[config.mk]
export PLATFORM = sky130hd
export DESIGN_NAME = nonpreemptive_priority_scheduler
export DESIGN_NICKNAME = d
export VERILOG_FILES = /design/src/nps_pkg.sv /design/src/nps_cell.sv /design/src/nonpreemptive_priority_scheduler.sv
export SDC_FILE = /design/constraint.sdc
export NUM_CORES = 2
export LEC_CHECK = 0
export BUFFER_PORTS_ARGS = -buffer_cell sky130_fd_sc_hd__buf_2
export CORE_UTILIZATION = 45
export CTS_CLUSTER_SIZE = 8
export DETAILED_ROUTE_END_ITERATION = 8
export PLACE_DENSITY = 0.67
export REMOVE_ABC_BUFFERS = 1
export SETUP_SLACK_MARGIN = 0.5
export SYNTH_ARGS = -nofsm -noshare
export SYNTH_HDL_FRONTEND = slang
export SYNTH_SLANG_ARGS = --single-unit
export TNS_END_PERCENT = 1
[constraint.sdc]
create_clock -name clock -period 9.3 [get_ports clock]
set_input_delay 0.93 -clock clock [delete_from_list [all_inputs] [get_ports clock]]
set_output_delay 0.93 -clock clock [all_outputs]
set_load 0.01 [all_outputs]
[src/nps_pkg.sv]
// Types and constants shared by the priority scheduler modules.
// No dependencies.
package nps_pkg;
   localparam int unsigned ARR_W  = 16;
   localparam int unsigned BUR_W  = 16;
   localparam int unsigned PRI_W  = 8;
   localparam int unsigned TIME_W = 21;
   localparam int unsigned NUM_W  = 7;
   localparam logic [TIME_W-1:0] TIME_MAX = {TIME_W{1'b1}};

   typedef struct packed {
      logic [ARR_W-1:0] arrival;
      logic [BUR_W-1:0] burst;
      logic [PRI_W-1:0] prio;
      logic [NUM_W-1:0] num;
   } job_type;

   // Candidate token that walks down the cell row.
   typedef struct packed {
      logic             found;
      logic [ARR_W-1:0] arrival;
      logic [PRI_W-1:0] prio;
      logic [BUR_W-1:0] burst;
      logic [NUM_W-1:0] num;
      logic             have_next;
      logic [ARR_W-1:0] next_arr;
   } cand_type;
endpackage

[src/nps_cell.sv]
// One job slot of the scheduler row: holds a job, compares it with the
// passing candidate and hands the better one on, registered, to the next
// cell. Uses nps_pkg.
module nps_cell (
   input  logic               clock,
   input  logic               reset,
   input  logic               load,
   input  nps_pkg::job_type   load_job,
   input  logic               clear,
   input  logic               mark,
   input  logic [6:0]         mark_num,
   input  logic [20:0]        now,
   input  logic               hi_first,
   input  nps_pkg::cand_type  cand_i,
   output nps_pkg::cand_type  cand_o
);
   import nps_pkg::*;

   job_type  job_ff;
   logic     used_ff;
   logic     done_ff;
   logic     ready;
   logic     wins;
   cand_type cand_in, cand_ff;

   always_ff @(posedge clock) begin
      if (load) job_ff <= load_job;
   end

   always_ff @(posedge clock) begin
      if (reset || clear) begin
         used_ff <= 1'b0;
         done_ff <= 1'b0;
      end else begin
         if (load) used_ff <= 1'b1;
         if (mark && used_ff && job_ff.num == mark_num) done_ff <= 1'b1;
      end
   end

   assign ready = used_ff && !done_ff && ({5'd0, job_ff.arrival} <= now);

   always_comb begin
      wins = 1'b0;
      if (!cand_i.found) wins = 1'b1;
      else if (job_ff.prio != cand_i.prio)
         wins = hi_first ? (job_ff.prio > cand_i.prio) : (job_ff.prio < cand_i.prio);
      else wins = job_ff.arrival < cand_i.arrival;
   end

   always_comb begin
      cand_in = cand_i;
      if (ready && wins) begin
         cand_in.found   = 1'b1;
         cand_in.arrival = job_ff.arrival;
         cand_in.prio    = job_ff.prio;
         cand_in.burst   = job_ff.burst;
         cand_in.num     = job_ff.num;
      end
      if (used_ff && !done_ff &&
          (!cand_i.have_next || job_ff.arrival < cand_i.next_arr)) begin
         cand_in.have_next = 1'b1;
         cand_in.next_arr  = job_ff.arrival;
      end
   end

   // Advance the candidate one cell per cycle.
   always_ff @(posedge clock) begin
      cand_ff <= cand_in;
   end

   assign cand_o = cand_ff;
endmodule

[src/nonpreemptive_priority_scheduler.sv]
// Top level of the non-preemptive priority scheduler: load control, cell
// row, pick sequencer and result register. Uses nps_pkg and nps_cell.
//
// Jobs load one beat per cycle while busy is low. The beat with
// last_process set loads its job and raises busy; the block then makes
// one pick per pass over the cell row. The candidate token moves one cell
// per cycle; one extra pass is made when no unfinished job has arrived
// and time jumps ahead, and each pick ends in the emit state. Each result
// shows on rsp_* for one cycle with rsp_valid high; the receiver cannot
// hold it off. A job that comes when all MAX_PROCS slots are full is
// dropped. Time saturates at 2^21-1 and waiting time is clamped at zero.
module nonpreemptive_priority_scheduler #(
   parameter int unsigned MAX_PROCS = 16
) (
   input  logic        clock,
   input  logic        reset,
   input  logic        start,
   output logic        busy,
   input  logic [15:0] req_arrival_time,
   input  logic [15:0] req_burst_time,
   input  logic [7:0]  req_priority_req,
   input  logic        req_last_process,
   output logic        rsp_valid,
   output logic [6:0]  rsp_process_number,
   output logic [20:0] rsp_completion_time,
   output logic [20:0] rsp_turnaround_time,
   output logic [20:0] rsp_waiting_time,
   output logic        rsp_last_result,
   input  logic        csr_valid,
   output logic        csr_ready,
   input  logic        csr_high_number_first
);
   import nps_pkg::*;

   typedef enum logic [2:0] {
      ST_LOAD = 3'b001,
      ST_PICK = 3'b010,
      ST_EMIT = 3'b100
   } state_type;

   state_type state_ff, state_in;
   logic        hi_ff;
   logic [6:0]  count_ff, count_in;
   logic [6:0]  left_ff, left_in;
   logic [6:0]  walk_ff, walk_in;
   logic [20:0] now_ff, now_in;
   cand_type    chain [MAX_PROCS+1];
   cand_type    best_ff;
   logic        accept, load_ok, clear_set, walk_done;
   logic [21:0] comp_sum;
   logic [20:0] comp, tat;
   job_type     new_job;

   assign busy      = (state_ff != ST_LOAD);
   assign csr_ready = 1'b1;
   assign accept    = start && !busy;
   assign load_ok   = accept && (count_ff < 7'(MAX_PROCS));

   assign new_job.arrival = req_arrival_time;
   assign new_job.burst   = req_burst_time;
   assign new_job.prio    = req_priority_req;
   assign new_job.num     = count_ff + 7'd1;

   // Feed an empty token into cell 0 every cycle.
   assign chain[0] = '0;

   // Row of job cells; the token moves one cell per cycle.
   for (genvar g = 0; g < MAX_PROCS; g++) begin : g_cell
      nps_cell u_cell (
         .clock    (clock),
         .reset    (reset),
         .load     (load_ok && count_ff == 7'(g)),
         .load_job (new_job),
         .clear    (clear_set),
         .mark     (state_ff == ST_EMIT),
         .mark_num (best_ff.num),
         .now      (now_ff),
         .hi_first (hi_ff),
         .cand_i   (chain[g]),
         .cand_o   (chain[g+1])
      );
   end

   always_ff @(posedge clock) begin
      if (reset) hi_ff <= 1'b0;
      else if (csr_valid && csr_ready) hi_ff <= csr_high_number_first;
   end

   // The token at the row's end is complete once it has passed every cell
   // with time and done flags held.
   assign walk_done = (walk_ff == 7'(MAX_PROCS));

   // Completion with saturation; hold the pick in best_ff.
   assign comp_sum = {1'b0, now_ff} + 22'(best_ff.burst);
   assign comp     = comp_sum[21] ? TIME_MAX : comp_sum[20:0];
   assign tat      = comp - 21'(best_ff.arrival);
   assign clear_set = (state_ff == ST_EMIT) && (left_ff == 7'd1);

   always_ff @(posedge clock) begin
      if (state_ff == ST_PICK && walk_done) best_ff <= chain[MAX_PROCS];
   end

   always_comb begin
      state_in = state_ff;
      count_in = count_ff;
      left_in  = left_ff;
      walk_in  = walk_ff;
      now_in   = now_ff;
      case (state_ff)
         ST_LOAD: begin
            walk_in = '0;
            if (load_ok) count_in = count_ff + 7'd1;
            if (accept && req_last_process) begin
               state_in = ST_PICK;
               left_in  = load_ok ? count_ff + 7'd1 : count_ff;
               now_in   = '0;
            end
         end
         ST_PICK: begin
            if (!walk_done) walk_in = walk_ff + 7'd1;
            else if (chain[MAX_PROCS].found) state_in = ST_EMIT;
            else begin
               // Nothing ready: jump time to the earliest pending arrival
               // and walk the row again.
               now_in  = 21'(chain[MAX_PROCS].next_arr);
               walk_in = '0;
            end
         end
         ST_EMIT: begin
            now_in  = comp;
            left_in = left_ff - 7'd1;
            walk_in = '0;
            if (left_ff == 7'd1) begin
               state_in = ST_LOAD;
               count_in = '0;
               now_in   = '0;
            end else state_in = ST_PICK;
         end
         default: state_in = ST_LOAD;
      endcase
   end

   always_ff @(posedge clock) begin
      if (reset) begin
         state_ff <= ST_LOAD;
         count_ff <= '0;
         left_ff  <= '0;
         walk_ff  <= '0;
         now_ff   <= '0;
      end else begin
         state_ff <= state_in;
         count_ff <= count_in;
         left_ff  <= left_in;
         walk_ff  <= walk_in;
         now_ff   <= now_in;
      end
   end

   // Result beat is combinational off best_ff during the emit cycle.
   assign rsp_valid           = (state_ff == ST_EMIT);
   assign rsp_process_number  = best_ff.num;
   assign rsp_completion_time = comp;
   assign rsp_turnaround_time = tat;
   assign rsp_waiting_time    = (tat >= 21'(best_ff.burst)) ?
                                tat - 21'(best_ff.burst) : '0;
   assign rsp_last_result     = (left_ff == 7'd1);

   // A result beat only while busy.
   a_rsp_busy: assert property (@(posedge clock) disable iff (reset)
      rsp_valid |-> busy) else $error("result beat while idle");
   // Loaded count never exceeds the row length.
   a_count: assert property (@(posedge clock) disable iff (reset)
      count_ff <= 7'(MAX_PROCS)) else $error("count overflow");
   // Emit is always followed by a pick or a return to load.
   a_emit_next: assert property (@(posedge clock) disable iff (reset)
      rsp_valid |=> (state_ff == ST_PICK || state_ff == ST_LOAD))
      else $error("bad state after emit");
endmodule

==> impl_metrics.ini <==
[flow_run]
maxCapViolCount = 0

[worst_setup_path]
r2r_cells = 14
worst-path-max-fanout = 10
crit_end = rsp_waiting_time[6]
r2r_slack_ps = 4440
cp_slowest_cell = edfxtp_1
arrival_ps = 7530
path_class = flop to primary output
r2r-start = now_ff[1]
crit_path_max_incr_delay_ps = 420
worstPathRequired_ps = 8370
r2r_end = g_cell[13].u_cell.cand_o[18]
crit_start = best_ff[25]
crit_path_end_kind = primary output
start_kind = flop

[logic_synthesis]
syn_inst = 6748
ys_seq_area_share_pct = 54.6
synth_edf_count = 791
synth_cell_type_count = 81
ys.warnings.count = 0
async_reset_ff_share_pct = 0
avgSynthCellArea_um2 = 12.5
synth_top_area_share_pct = 28.2
synth_area_leaders = edfxtp_1, dfxtp_1, ha_1, mux2_2, inv_1
ys_ff_latch = 1900
synth_ff_type = dfxtp_1
netlist.top_cell.by_area = edfxtp_1
syn_area_um2 = 84200

[power_and_ir_drop]
swShare_pct = 21.8
vdd_drop_max_v = 0.000194
power.net_switching_mw = 4.29
p_leak_nw = 38.7
comb_power_share_pct = 5.4
clkPwrFrac_pct = 47.5
intPower_mw = 15.4
share_seq_of_total_power_pct = 47.1
power-per-cell-area_nw_per_um2 = 204

[global_routing]
track_usage_pct = 22.6
grt_pass1_vias = 53500
grt_overflow = 0
grt_first_pass_wirelength_um = 323000
grt_max_degree = 49
antenna_found_initial = 12

[timing]
fin_tns_setup_ps = 0
fmax_mhz = 118
finalSetupViolations = 0
clock_skew_ps = 87.6
slew_headroom_pct = 17.1
period_needed_ps = 8460
finalHoldViolCount = 0
grt_setup_unrepaired = no
maxSlewViolCount = 0
tightest_slew_ps = 1240
fin_crit_sh_pct = 90.9

[clocking]
numCtsBuffers = 288
h-tree-depth = 5
path_clk_slew_ps = 50
cts.sinks = 1900
clockBufferDepth = 4
cts_tree = done
root_buffer = clkbuf_16
insertion_delay_ps = 930
cts_hold_buf = 0

[floorplanning]
ios = 120
die_area_um2 = 189000
die_y_um = 435
row_count = 158
fp.dieW_um = 435
start_util_pct = 45.4
core_um2 = 186000

[route]
post_drt_via_cell_ratio = 5.34
wl_per_cell_um = 21.9
drc = 0
ant_nets = 0
via_count = 52200
drtIter0Drc = 3395
dr.pass1.iters = 5
wl_um = 214000

[cells_and_area]
layout-drive-gt1-share_pct = 19.6
multi_input_area_um2 = 35400
seqCellArea_um2 = 46000
syn2layout_area_growth_pct = 14.7
layout.cells.non_filler = 9786
final_common_cell = dfxtp_1
final_cell_mix = dfxtp_1, ha_1, mux2_2
n_fill_cell = 15700
fin_nets = 8040

[run_status]
status = complete, no violations

[placed_design]
place_congestion = 0.894
dp_hpwl_um = 151000
dp_cells = 9282
port_buffers = 118

[min_path]
hold_class = input pin to flop
worst min path at each step:
stage                            startpoint  depth (start not counted)                     to  slack (ps)
2_1_floorplan  g_cell[15].u_cell.cand_o[24]                          0            best_ff[24]         390
6_report              csr_high_number_first                          3                  hi_ff         310
5_1_grt               csr_high_number_first                          3                  hi_ff         350
4_1_cts               csr_high_number_first                          3                  hi_ff         240
3_3_place_gp   g_cell[15].u_cell.cand_o[22]                          0  rsp_process_number[5]         390
3_5_place_dp   g_cell[15].u_cell.cand_o[34]                          0            best_ff[34]         390
state kept, by name, summed over array words and instances (netlist names):
| register | count |
|---|---|
| g_cell.u_cell.cand_o | 1031 |
| g_cell.u_cell.job_ff | 752 |
| best_ff | 32 |
| now_ff | 21 |
| g_cell.u_cell.done_ff | 16 |
| g_cell.u_cell.used_ff | 16 |
| count_ff | 7 |
| left_ff | 7 |
| rsp_process_number | 7 |
| walk_ff | 7 |
| state_ff | 3 |
| hi_ff | 1 |
metrics by stage:
| stage | setup slack (ps) | cell area [um^2] | power [mW] | hold slack [ps] | utilization [%] |
|---|---|---|---|---|---|
| after floorplan | 1700 | 83500 | 10.1 | 386 | - |
| after global placement | 1430 | 88200 | 10.5 | 386 | 47.5 |
| after detailed placement | 1340 | 88200 | 10.5 | 389 | 47.5 |
| after CTS | 518 | 96400 | 19.9 | 242 | 51.9 |
| after global routing | 471 | 96500 | 20.4 | 348 | 52.0 |
| final | 843 | 96500 | 19.7 | 310 | 52.0 |
synth_stat cells (16+ instances only):
cell	number
a221o_1	16
nand2_1	170
clkbuf_1	78
nor2_1	255
a21o_1	247
nor4_1	35
xor2_1	49
o211ai_1	21
nand3_1	35
a211oi_1	18
nand2b_1	115
o21ai_0	171
mux2_1	121
mux2_2	811
xnor2_1	117
a31oi_1	44
and2_1	28
dfxtp_1	1109
ha_1	882
buf_2	54
nand4_1	140
o21ai_1	19
a22oi_1	17
nor2b_1	76
edfxtp_1	791
inv_1	695
or2_2	22
nor3_1	35
a21oi_1	266
o21a_1	110
power by group through the flow:
stage               Sequential (mW)  Clock, mW  Combinational (mW)
floorplan                      9.37          0               0.727
global placement               9.46          0                1.02
detailed placement             9.46          0                1.05
CTS                            9.30       9.54                1.07
global route                   9.33       9.91                1.19
finish                         9.30       9.37                1.06
critical path: cells and delay by family (launching register included):
family                     cells  cell delay (ps)
adders and majority gates      3              870
xor gates and xnor gates       1              130
AOI/OAI and AO/OA             13             2750
buffers and inverters          4              640
DFF                            1              420
and+or+nand+nor                9             1780
per-layer routing:
metal	global-route usage, %	wire [um]	vias to the layer above	share of wire, %
met5	0	13	-	0.0061
met3	3.70	11300	365	5.3
li1	-	-	25000	-
met2	37.8	102000	1279	48
met1	29.6	94800	25600	44
met4	7.44	6270	2	2.9
area by class of cell:
class                      instances  area share [%]
sequential                      1900            47.6
inverter                         695            2.70
clock inverter                     8          0.0661
tap                             2480            3.21
multi-input combinational       4005            36.6
antenna                            1         0.00259
timing repair buffer             219            1.41
clock buffer                     478            8.37
cell families (layout without fill, tap and decap cells):
| family | count (synthesis) | after routing | share of synthesized area [%] |
|---|---|---|---|
| AND/OR/NAND/NOR | 978 | 978 | 6.02 |
| multiplexers | 939 | 939 | 12.5 |
| flip-flops | 1900 | 1900 | 54.6 |
| AO/OA/AOI/OAI | 1035 | 1035 | 8.03 |
| other | 1 | 2 | 0.00445 |
| buffers and inverters | 843 | 1400 | 3.89 |
| adder cells (fa/ha/maj) | 885 | 885 | 13.2 |
| XOR/XNOR | 167 | 167 | 1.75 |
timing repair:
| item | 4_1_cts | 5_1_grt |
|---|---|---|
| gates resized for setup | 3 | 15 |
| buffers inserted | 0 | 14 |
| endpoints found under the setup margin | 20 | 21 |
| pin swaps | 0 | 9 |
| endpoints found under the hold margin | 0 | 0 |
| gates cloned | 0 | 3 |
Power figures use the tool's default switching activity.
